--- config.mk ---
export PLATFORM = sky130hd
export DESIGN_NAME = utf8_encoder_with_byte_budget_flat
export DESIGN_NICKNAME = d
export VERILOG_FILES = /design/src/rtl/u8enc_pkg.sv /design/src/rtl/u8enc_if.sv /design/src/rtl/u8enc_encode.sv /design/src/rtl/u8enc_serial.sv /design/src/rtl/utf8_encoder_with_byte_budget.sv /design/src/flat_wrapper.sv
export VERILOG_INCLUDE_DIRS = /design/src /design/src/rtl
export SDC_FILE = /design/constraint.sdc
export NUM_CORES = 1
export LEC_CHECK = 0
export BUFFER_PORTS_ARGS = -buffer_cell sky130_fd_sc_hd__buf_2
export CAP_MARGIN = 0
export CORE_MARGIN = 2
export CORE_UTILIZATION = 58
export CTS_CLUSTER_DIAMETER = 150
export DETAILED_ROUTE_END_ITERATION = 10
export HOLD_SLACK_MARGIN = 0.15
export PLACE_DENSITY = 0.85
export SETUP_SLACK_MARGIN = 0.1
export SLEW_MARGIN = 25
export SYNTH_ARGS = -nofsm -noshare
export SYNTH_HDL_FRONTEND = slang
export SYNTH_SLANG_ARGS = --single-unit
--- constraint.sdc ---
create_clock -name clk -period 4.7 [get_ports clk]
set_input_delay 0.235 -clock clk [delete_from_list [all_inputs] [get_ports clk]]
set_output_delay 0.235 -clock clk [all_outputs]
set_load 0.05 [all_outputs]
--- src/rtl/utf8_encoder_with_byte_budget_defines.svh ---
// ----------------------------------------------------------------------------
// UTF-8 encoder assertion macros
// Shared concurrent assertion forms used by the encoder RTL.
// ----------------------------------------------------------------------------
`ifndef UTF8_ENCODER_WITH_BYTE_BUDGET_DEFINES_SVH
`define UTF8_ENCODER_WITH_BYTE_BUDGET_DEFINES_SVH

// The consequent must hold in the same cycle as the antecedent.
`define U8ENC_ASSERT_SAME(label, clk, rst_n, ante, cons, msg) \
    label: assert property (@(posedge clk) disable iff (!rst_n) (ante) |-> (cons)) \
        else $error(msg);

// The consequent must hold in the cycle after the antecedent.
`define U8ENC_ASSERT_NEXT(label, clk, rst_n, ante, cons, msg) \
    label: assert property (@(posedge clk) disable iff (!rst_n) (ante) |=> (cons)) \
        else $error(msg);

`endif

--- src/rtl/u8enc_pkg.sv ---
// ----------------------------------------------------------------------------
// u8enc_pkg
// Types, codes and constants shared by the UTF-8 encoder modules.
// ----------------------------------------------------------------------------
package u8enc_pkg;

    // Default width of the per-string byte budget.
    localparam int BUDGET_BITS_DEFAULT = 16;

    // Field widths.
    localparam int CP_W    = 32;
    localparam int LIMIT_W = 17;
    localparam int INDEX_W = 2;

    // Result status codes.
    localparam logic [1:0] STATUS_OK      = 2'd0;
    localparam logic [1:0] STATUS_INVALID = 2'd1;
    localparam logic [1:0] STATUS_REFUSED = 2'd2;

    // Configuration register indexes.
    localparam logic [INDEX_W-1:0] REG_SINGLE_BYTE_MODE = 2'd0;
    localparam logic [INDEX_W-1:0] REG_BYTE_LIMIT       = 2'd1;

    // Code point boundaries.
    localparam logic [31:0] SURR_LO   = 32'h0000_D800;
    localparam logic [31:0] SURR_HI   = 32'h0000_DFFF;
    localparam logic [31:0] CP_MAX    = 32'h0010_FFFF;
    localparam logic [31:0] ONE_MAX   = 32'h0000_007F;
    localparam logic [31:0] TWO_MAX   = 32'h0000_07FF;
    localparam logic [31:0] THREE_MAX = 32'h0000_FFFF;
    localparam logic [31:0] RAW_MAX   = 32'h0000_00FF;

    // Lead and continuation byte marks.
    localparam logic [7:0] LEAD2     = 8'hC0;
    localparam logic [7:0] LEAD3     = 8'hE0;
    localparam logic [7:0] LEAD4     = 8'hF0;
    localparam logic [7:0] CONT_MARK = 8'h80;
    localparam logic [7:0] CONT_MASK = 8'h3F;

    // Limit encodings and the budget loaded when there is no limit.
    localparam logic [LIMIT_W-1:0] LIMIT_NONE = 17'h1FFFF;
    localparam logic [31:0]        UNLIMITED_BUDGET = 32'd100000;

    // One encoded character on its way to the byte serializer.
    typedef struct packed {
        logic [3:0][7:0] bytes;     // bytes[0] goes out first
        logic [1:0]      last_idx;  // index of the final byte
        logic [1:0]      status;
    } group_t;

endpackage

--- src/rtl/u8enc_if.sv ---
// ----------------------------------------------------------------------------
// u8enc interfaces
// Valid/ready channels for code points, encoded bytes and register writes.
// ----------------------------------------------------------------------------

// Code point requests.
interface u8enc_in_if;
    logic               valid;
    logic               ready;
    logic signed [31:0] code_point;
    logic               start_of_string;

    modport source (output valid, output code_point, output start_of_string, input ready);
    modport sink   (input valid, input code_point, input start_of_string, output ready);
endinterface

// Encoded byte results.
interface u8enc_out_if;
    logic       valid;
    logic       ready;
    logic [7:0] out_byte;
    logic       last_of_run;
    logic [1:0] status;

    modport source (output valid, output out_byte, output last_of_run, output status,
                    input ready);
    modport sink   (input valid, input out_byte, input last_of_run, input status,
                    output ready);
endinterface

// Register write requests.
interface u8enc_cfg_if;
    logic        valid;
    logic        ready;
    logic [1:0]  index;
    logic [16:0] data;

    modport source (output valid, output index, output data, input ready);
    modport sink   (input valid, input index, input data, output ready);
endinterface

--- src/rtl/u8enc_encode.sv ---
// ----------------------------------------------------------------------------
// u8enc_encode
// Input register, configuration registers, byte budget and UTF-8 encoding.
// ----------------------------------------------------------------------------
module u8enc_encode
    import u8enc_pkg::*;
#(
    parameter int BUDGET_BITS = BUDGET_BITS_DEFAULT
)
(
    input  logic              clk,
    input  logic              rst_n,
    u8enc_cfg_if.sink         cfg,
    u8enc_in_if.sink          chars,
    output logic              grp_valid,
    input  logic              grp_ready,
    output group_t            grp
);

    // Largest value the budget register can hold.
    localparam logic [31:0] BudgetMax = 32'((33'd1 << BUDGET_BITS) - 33'd1);

    logic                   mode_reg;
    logic [LIMIT_W-1:0]     limit_reg;
    logic [BUDGET_BITS-1:0] budget_reg;
    logic [BUDGET_BITS-1:0] budget_next;
    logic                   trunc_reg;
    logic                   trunc_next;
    logic                   valid_reg;
    logic [31:0]            cp_reg;
    logic                   sos_reg;

    logic [31:0]            lim_raw;
    logic [BUDGET_BITS-1:0] load_value;
    logic [BUDGET_BITS-1:0] budget_eff;
    logic                   trunc_eff;
    logic [2:0]             len;
    logic                   fits;
    logic                   xfer;

    // Register writes are always taken.
    assign cfg.ready = 1'b1;

    always_ff @(posedge clk or negedge rst_n)
    begin
        if (!rst_n)
        begin
            mode_reg  <= 1'b0;
            limit_reg <= LIMIT_NONE;
        end
        else if (cfg.valid)
        begin
            case (cfg.index)
                REG_SINGLE_BYTE_MODE: mode_reg  <= cfg.data[0];
                REG_BYTE_LIMIT:       limit_reg <= cfg.data;
                default:              ;
            endcase
        end
    end

    // Input register: refilled whenever the held character moves on.
    assign chars.ready = !valid_reg || grp_ready;
    assign xfer        = valid_reg && grp_ready;
    assign grp_valid   = valid_reg;

    always_ff @(posedge clk or negedge rst_n)
    begin
        if (!rst_n)
        begin
            valid_reg <= 1'b0;
        end
        else if (chars.ready)
        begin
            valid_reg <= chars.valid;
        end
    end

    always_ff @(posedge clk)
    begin
        if (chars.valid && chars.ready)
        begin
            cp_reg  <= $unsigned(chars.code_point);
            sos_reg <= chars.start_of_string;
        end
    end

    // Budget loaded at the start of a string, saturated to the register width.
    always_comb
    begin
        if (limit_reg == LIMIT_NONE)
        begin
            lim_raw = UNLIMITED_BUDGET;
        end
        else if (limit_reg[LIMIT_W-1])
        begin
            lim_raw = 32'd0;
        end
        else
        begin
            lim_raw = {16'd0, limit_reg[15:0]};
        end
        load_value = (lim_raw > BudgetMax) ? BudgetMax[BUDGET_BITS-1:0]
                                           : lim_raw[BUDGET_BITS-1:0];
    end

    assign budget_eff = sos_reg ? load_value : budget_reg;
    assign trunc_eff  = sos_reg ? 1'b0 : trunc_reg;

    // Encoded length; zero marks an invalid code point.
    always_comb
    begin
        if (cp_reg[31] || (cp_reg >= SURR_LO && cp_reg <= SURR_HI) || cp_reg > CP_MAX)
        begin
            len = 3'd0;
        end
        else if (mode_reg)
        begin
            len = (cp_reg > RAW_MAX) ? 3'd0 : 3'd1;
        end
        else if (cp_reg <= ONE_MAX)
        begin
            len = 3'd1;
        end
        else if (cp_reg <= TWO_MAX)
        begin
            len = 3'd2;
        end
        else if (cp_reg <= THREE_MAX)
        begin
            len = 3'd3;
        end
        else
        begin
            len = 3'd4;
        end
    end

    assign fits = {{(BUDGET_BITS-3){1'b0}}, len} <= budget_eff;

    // Result group and next budget state.
    always_comb
    begin
        grp.bytes    = '0;
        grp.last_idx = 2'd0;
        grp.status   = STATUS_OK;
        budget_next  = budget_eff;
        trunc_next   = trunc_eff;
        if (trunc_eff)
        begin
            grp.status = STATUS_REFUSED;
        end
        else if (len == 3'd0)
        begin
            grp.status = STATUS_INVALID;
        end
        else if (!fits)
        begin
            grp.status = STATUS_REFUSED;
            trunc_next = 1'b1;
        end
        else
        begin
            budget_next  = budget_eff - {{(BUDGET_BITS-3){1'b0}}, len};
            grp.last_idx = 2'(len - 3'd1);
            case (len)
                3'd1:
                begin
                    grp.bytes[0] = cp_reg[7:0];
                end
                3'd2:
                begin
                    grp.bytes[0] = LEAD2 | cp_reg[13:6];
                    grp.bytes[1] = CONT_MARK | (cp_reg[7:0] & CONT_MASK);
                end
                3'd3:
                begin
                    grp.bytes[0] = LEAD3 | cp_reg[19:12];
                    grp.bytes[1] = CONT_MARK | (cp_reg[13:6] & CONT_MASK);
                    grp.bytes[2] = CONT_MARK | (cp_reg[7:0] & CONT_MASK);
                end
                default:
                begin
                    grp.bytes[0] = LEAD4 | cp_reg[25:18];
                    grp.bytes[1] = CONT_MARK | (cp_reg[19:12] & CONT_MASK);
                    grp.bytes[2] = CONT_MARK | (cp_reg[13:6] & CONT_MASK);
                    grp.bytes[3] = CONT_MARK | (cp_reg[7:0] & CONT_MASK);
                end
            endcase
        end
    end

    // String state advances as each character is handed on.
    always_ff @(posedge clk or negedge rst_n)
    begin
        if (!rst_n)
        begin
            budget_reg <= '0;
            trunc_reg  <= 1'b0;
        end
        else if (xfer)
        begin
            budget_reg <= budget_next;
            trunc_reg  <= trunc_next;
        end
    end

endmodule

--- src/rtl/u8enc_serial.sv ---
// ----------------------------------------------------------------------------
// u8enc_serial
// Holds one encoded character; presents one byte per cycle unless utf8 stalls.
// ----------------------------------------------------------------------------
`include "utf8_encoder_with_byte_budget_defines.svh"

module u8enc_serial
    import u8enc_pkg::*;
(
    input  logic       clk,
    input  logic       rst_n,
    input  logic       grp_valid,
    output logic       grp_ready,
    input  group_t     grp,
    u8enc_out_if.source utf8
);

    logic       valid_reg;
    group_t     grp_reg;
    logic [1:0] idx_reg;
    logic       is_last;
    logic       take;
    logic       load;

    assign is_last = idx_reg == grp_reg.last_idx;
    assign take    = valid_reg && utf8.ready;

    // A new character loads once the held one has sent its final byte.
    assign grp_ready = !valid_reg || (utf8.ready && is_last);
    assign load      = grp_valid && grp_ready;

    always_ff @(posedge clk or negedge rst_n)
    begin
        if (!rst_n)
        begin
            valid_reg <= 1'b0;
            idx_reg   <= 2'd0;
        end
        else if (load)
        begin
            valid_reg <= 1'b1;
            idx_reg   <= 2'd0;
        end
        else if (take)
        begin
            if (is_last)
            begin
                valid_reg <= 1'b0;
            end
            else
            begin
                idx_reg <= idx_reg + 2'd1;
            end
        end
    end

    always_ff @(posedge clk)
    begin
        if (load)
        begin
            grp_reg <= grp;
        end
    end

    // Output byte selected by the running index.
    assign utf8.valid       = valid_reg;
    assign utf8.out_byte    = grp_reg.bytes[idx_reg];
    assign utf8.last_of_run = is_last;
    assign utf8.status      = grp_reg.status;

    `U8ENC_ASSERT_SAME(a_idx_in_range, clk, rst_n, valid_reg, idx_reg <= grp_reg.last_idx,
        "byte index ran past the end of the character")
    `U8ENC_ASSERT_SAME(a_flag_single, clk, rst_n, valid_reg && grp_reg.status != STATUS_OK,
        is_last && utf8.out_byte == 8'd0, "flagged result must be a lone zero byte")
    `U8ENC_ASSERT_NEXT(a_drain, clk, rst_n, take && is_last && !grp_valid, !valid_reg,
        "result still valid after the final byte was taken")
    `U8ENC_ASSERT_NEXT(a_hold, clk, rst_n, valid_reg && !utf8.ready,
        valid_reg && $stable(idx_reg), "stalled byte moved")

endmodule

--- src/rtl/utf8_encoder_with_byte_budget.sv ---
// ----------------------------------------------------------------------------
// utf8_encoder_with_byte_budget
// UTF-8 encoder with invalid-code flagging and a per-string byte budget.
// ----------------------------------------------------------------------------
// Usage:
//   chars carries one code point per request, with start_of_string set on the
//   first character of each string; that reloads the budget from byte_limit.
//   utf8 returns one result per output byte; last_of_run marks the final one
//   of each character. Invalid or refused characters give one zero byte with
//   status 1 or 2. cfg writes single_byte_mode (index 0) and byte_limit
//   (index 1); it is always ready and must only be used while idle.
// Timing:
//   The first byte of a character passes through the input register and
//   then the output register of the serializer before it is valid on utf8.
//   The output register sends one byte per cycle while utf8 is ready; a
//   character gives 1 to 4 bytes, its encoded length. A new request is
//   accepted while earlier bytes are still being sent.
// Reset:
//   Clears both pipeline stages, sets multibyte mode and no limit, and leaves
//   the budget at zero until the first start of string.
// Stalls:
//   A low ready on utf8 holds the current byte; the input register then fills
//   and chars.ready drops until the output moves again.
// ----------------------------------------------------------------------------
module utf8_encoder_with_byte_budget
    import u8enc_pkg::*;
#(
    parameter int BUDGET_BITS = BUDGET_BITS_DEFAULT
)
(
    input  logic        clk,
    input  logic        rst_n,
    u8enc_cfg_if.sink   cfg,
    u8enc_in_if.sink    chars,
    u8enc_out_if.source utf8
);

    logic   grp_valid;
    logic   grp_ready;
    group_t grp;

    // Encoding stage.
    u8enc_encode #(
        .BUDGET_BITS (BUDGET_BITS)
    ) u_encode (
        .clk       (clk),
        .rst_n     (rst_n),
        .cfg       (cfg),
        .chars     (chars),
        .grp_valid (grp_valid),
        .grp_ready (grp_ready),
        .grp       (grp)
    );

    // Byte serializer and output register.
    u8enc_serial u_serial (
        .clk       (clk),
        .rst_n     (rst_n),
        .grp_valid (grp_valid),
        .grp_ready (grp_ready),
        .grp       (grp),
        .utf8      (utf8)
    );

endmodule
--- src/flat_wrapper.sv ---
// flat-port wrapper written by rule: the top's interface ports become plain ports
module utf8_encoder_with_byte_budget_flat import u8enc_pkg::*;
#(
    parameter int BUDGET_BITS = BUDGET_BITS_DEFAULT
)
  (clk, rst_n, cfg_valid, cfg_index, cfg_data, cfg_ready, chars_valid, chars_code_point, chars_start_of_string, chars_ready, utf8_valid, utf8_out_byte, utf8_last_of_run, utf8_status, utf8_ready);
  u8enc_cfg_if cfg_i ();
  u8enc_in_if chars_i ();
  u8enc_out_if utf8_i ();
  input  logic clk;
  input  logic rst_n;
  input wire logic [$bits(cfg_i.valid)-1:0] cfg_valid;
  input wire logic [$bits(cfg_i.index)-1:0] cfg_index;
  input wire logic [$bits(cfg_i.data)-1:0] cfg_data;
  output wire logic [$bits(cfg_i.ready)-1:0] cfg_ready;
  input wire logic [$bits(chars_i.valid)-1:0] chars_valid;
  input wire logic [$bits(chars_i.code_point)-1:0] chars_code_point;
  input wire logic [$bits(chars_i.start_of_string)-1:0] chars_start_of_string;
  output wire logic [$bits(chars_i.ready)-1:0] chars_ready;
  output wire logic [$bits(utf8_i.valid)-1:0] utf8_valid;
  output wire logic [$bits(utf8_i.out_byte)-1:0] utf8_out_byte;
  output wire logic [$bits(utf8_i.last_of_run)-1:0] utf8_last_of_run;
  output wire logic [$bits(utf8_i.status)-1:0] utf8_status;
  input wire logic [$bits(utf8_i.ready)-1:0] utf8_ready;
  assign cfg_i.valid = cfg_valid;
  assign cfg_i.index = cfg_index;
  assign cfg_i.data = cfg_data;
  assign cfg_ready = cfg_i.ready;
  assign chars_i.valid = chars_valid;
  assign chars_i.code_point = chars_code_point;
  assign chars_i.start_of_string = chars_start_of_string;
  assign chars_ready = chars_i.ready;
  assign utf8_valid = utf8_i.valid;
  assign utf8_out_byte = utf8_i.out_byte;
  assign utf8_last_of_run = utf8_i.last_of_run;
  assign utf8_status = utf8_i.status;
  assign utf8_i.ready = utf8_ready;
  utf8_encoder_with_byte_budget #(.BUDGET_BITS(BUDGET_BITS)) u_core (.clk(clk), .rst_n(rst_n), .cfg(cfg_i), .chars(chars_i), .utf8(utf8_i));
endmodule
==> summary.txt <==
Worst setup path
  – Worst setup SP type: flop
  – Delay-heaviest family, CP: simple AND/OR/NAND/NOR gates
  – Cell mode on critical path: nor2_1
  – RR Startpoint: u_core.u_encode.cp_reg[16]
  – Crit path capture type: flop
  – Cell chain of the critical path: or4_4, a211oi_1, and4_1, ha_1, and2_1, nor2_1, buf_4, a221oi_1, nor2_1
  – Critical path arrival: 3680 ps
  – Critical Setup Path Class: reg2reg
  – Crit path buffers/inverters: 1
  – Slowest CP cell: or4_4
  – CP peak stage delay: 580 ps
  – Crit path from: u_core.u_encode.cp_reg[16]
  – CP required: just under 5000 ps
  – Max Fanout on Critical Path: 19

Pwr
  – Clock Power Share: 0.166
  – NetSw: 1.29 mW
  – Pleak: 2.60 nW
  – Flop pwr share: 0.469
  – Design Power: 3.24 mW
  – Power share of the combinational group: 0.365
  – Switching Share: 0.399
  – Int Pwr: 1.95 mW
  – Power per cell area: 499 nW/µm²
  – Peak VDD IR: 0.218 mV

Synth
  – Synth Cell Area: approximately 5400 µm²
  – Most instantiated library cell after synthesis: edfxtp_1
  – Ys Warns: 0
  – Most area-hungry cell type in the Yosys netlist: edfxtp_1
  – Post-synth EDFFs: 66
  – Top FF cell, synth: edfxtp_1
  – Compound-Gate Fraction of Synth Area: 0.157
  – Post-Synth Simple-Gate Area: 0.134
  – Adder-cell share of the synthesized area: 0.0136
  – Seq/Total Area, Yosys: 0.557
  – Top cell type's share of synthesized area: 0.370
  – Cells after Synth: 460
  – Async SR Flop Fraction: 0.371
  – Seq cells post-synth: 105
  – Cell variety after synth: 73
  – Syn Area/Cell: 11.6 µm²
  – Synth cell count leaders: edfxtp_1 (66), nor2_1 (55), nand2_1 (33)
  – Post-synthesis xor/xnor area fraction: 0.0210
  – Post-Syn Nets: 522
  – Mux contribution to synthesized area: 0.0804
  – Largest family of logic cells by synthesized area: compound AO/OA/AOI/OAI gates
  – Top cells by area, synth: edfxtp_1 (37%), dfrtp_1 (10%), dfstp_2 (8.3%)

Clock tree
  – Clock Sinks: 105
  – CTS Buf Count: 9
  – CTS tree: yes
  – CTS Root Cell: clkbuf_8
  – Clock latency on the worst-skew pair: about 380 ps
  – H-tree depth: 3
  – CTS max path bufs: 2
  – Post-CTS Setup Bufs: 0
  – Reg clk slew, reported paths: about 110 ps

Cells and area
  – Ant. Diodes: 0
  – Layout cell share with drive strength beyond 1: 0.271
  – FF/Latch Area: 2980 µm²
  – Max reg flops: 32
  – Area grow syn2layout: 21.2%
  – Number of fill cells: 624
  – Multi-input gate area: around 2200 µm²
  – Layout Nets: 637

Drt
  – Routed WL per cell: 17.8 µm
  – Initial DRC count: 544
  – Final wirelength: 12300 µm
  – Via count: 4180
  – # DRC: 0
  – Via density: 6.05
  – First-pass iteration count of the detailed router: 5
  – Number of antenna-violating nets in the routed design: 0

Global route
  – Vias in the first global route: 3991
  – Grt ovf: 0
  – Antenna violations before repair: 0
  – Maximum number of pins on one net before global-route repair: 40
  – GRT Total Usage: 0.258
  – First-pass GRT wire length: 20200 µm

Die
  – Die ar.: 10000 µm²
  – Core Area: 9110 µm²
  – Initial Util: 0.587
  – Height of the die: 100 µm
  – Row count: 35
  – Io pins: 71
  – Die width: 100 µm

Timing
  – Final setup vio count: 0
  – Final Hold Fails: 0
  – Post-route setup TNS: 0 ps
  – Worst Clk Skew: roughly 15 ps
  – Slew at the pin with the worst max-slew slack: 871 ps
  – F_max: approximately 0.28 GHz
  – Crit path time final: roughly 3600 ps
  – Crit share post-route: 0.755
  – Pins Over Slew Limit: 0
  – RSZ-0062 raised after global routing: false
  – Slew HR: 0.419

Flow run
  – Maxcap violations: 0

Placement
  – DP HPWL: 8240 µm
  – Buffers on Ports: 69
  – GPL Wtd Cong: 0.922

Worst hold path
  – Worst Hold Class: in2reg
  – Hold Startpoint: utf8_ready

Run status
  – Status: finished clean
-- layout make-up --
type | instances | area share
Sequential cell | 105 | 0.460
Multi-Input combinational cell | 312 | 0.336
Timing Repair Buffer | 130 | 0.144
Tap cell | 111 | 0.0214
Clock buffer | 10 | 0.0197
Inverter | 17 | 0.0100
Clock inverter | 6 | 0.00907
-- layer usage --
| metal | vias to the layer above | part of all wire | global-route usage |
|---|---|---|---|
| li1 | 1955 | - | - |
| met1 | 1976 | 0.43 | 0.363 |
| met2 | 221 | 0.48 | 0.411 |
| met3 | 28 | 0.070 | 0.0508 |
| met4 | 0 | 0.022 | 0.0811 |
| met5 | - | 0 | 0 |
-- cells in the final DEF (no fill, tap or decap), types with 3 or more instances in the layout --
| cell type | count |
|---|---|
| a22oi_1 | 5 |
| o211ai_1 | 5 |
| or2_2 | 3 |
| edfxtp_1 | 66 |
| buf_2 | 69 |
| a31oi_1 | 7 |
| xor2_1 | 5 |
| xnor2_1 | 6 |
| a221oi_1 | 6 |
| and3_1 | 9 |
| nand4_1 | 4 |
| mux2i_1 | 7 |
| buf_4 | 9 |
| dfrtp_1 | 22 |
| a22o_1 | 5 |
| nor4_1 | 3 |
| dfstp_2 | 17 |
| dlygate4sd3_1 | 52 |
| mux4_2 | 7 |
| ha_1 | 5 |
| and2_1 | 5 |
| nand2_1 | 33 |
| inv_1 | 15 |
| a21o_1 | 6 |
| nand3_1 | 5 |
| clkbuf_8 | 9 |
| a2bb2oi_1 | 3 |
| nor2_1 | 55 |
| o22ai_1 | 4 |
| o21ai_0 | 20 |
| mux2_2 | 18 |
| inv_8 | 3 |
| a21oi_1 | 18 |
| nor2b_1 | 5 |
| nor3_1 | 9 |
| a222oi_1 | 7 |
-- worst paths after layout --
path                                                 end  slack, ps  depth (start not counted)
setup reg to reg              u_core.u_serial.grp_reg[7]       1150                          9
max in group asynchronous  u_core.u_encode.budget_reg[0]       3640                          2
min in group asynchronous      u_core.u_encode.grp_valid        500                          2
hold / removal                u_core.u_serial.idx_reg[1]        190                          3
setup / recovery              u_core.u_serial.grp_reg[7]       1150                          9
hold reg to reg            u_core.u_encode.budget_reg[0]        500                          2
-- per-stage QoR --
stage | hold slack (ps) | instance area (µm²) | cells | setup slack [ps] | util
3_5_place_dp | 404 | 5780 | 623 | 1230 | 0.634
2_1_floorplan | -60.6 | 5350 | 460 | 858 | -
3_3_place_gp | 400 | 5780 | 623 | 1300 | 0.634
4_1_cts | 175 | 6480 | 691 | 1190 | 0.712
6_report | 190 | 6480 | 691 | 1150 | 0.712
5_1_grt | 190 | 6480 | 691 | 956 | 0.712
-- worst register-to-register path: stages, from the launching register on --
cell and delay [ps]:
edfxtp_1 450, or4_4 580, a211oi_1 260, and4_1 390, ha_1 230, and2_1 530, nor2_1 180, buf_4 240
a221oi_1 330, nor2_1 100
-- repair_timing --
action                     in CTS  in global routing
hold buffers                   52                  0
hold endpoints to repair       74                  0
gates resized for setup         0                  0
setup endpoints to repair       0                  0
-- power groups by stage --
stage | logic [mW] | registers, mW | clock network (mW)
CTS | 1.17 | 1.51 | 0.545
global route | 1.28 | 1.55 | 0.584
detailed placement | 1.14 | 1.53 | 0
global placement | 1.11 | 1.51 | 0
finish | 1.18 | 1.52 | 0.538
floorplan | 0.944 | 1.43 | 0
-- cell families after synthesis --
| kind of cell | Yosys count |
|---|---|
| XOR/XNOR | 12 |
| AND/OR/NAND/NOR | 148 |
| AO/OA/AOI/OAI | 113 |
| buffers and inverters | 43 |
| adder cells (fa/ha/maj) | 6 |
| multiplexers | 32 |
| other | 1 |
| flip-flops | 105 |
No activity file was read; power rests on OpenSTA's default activity.
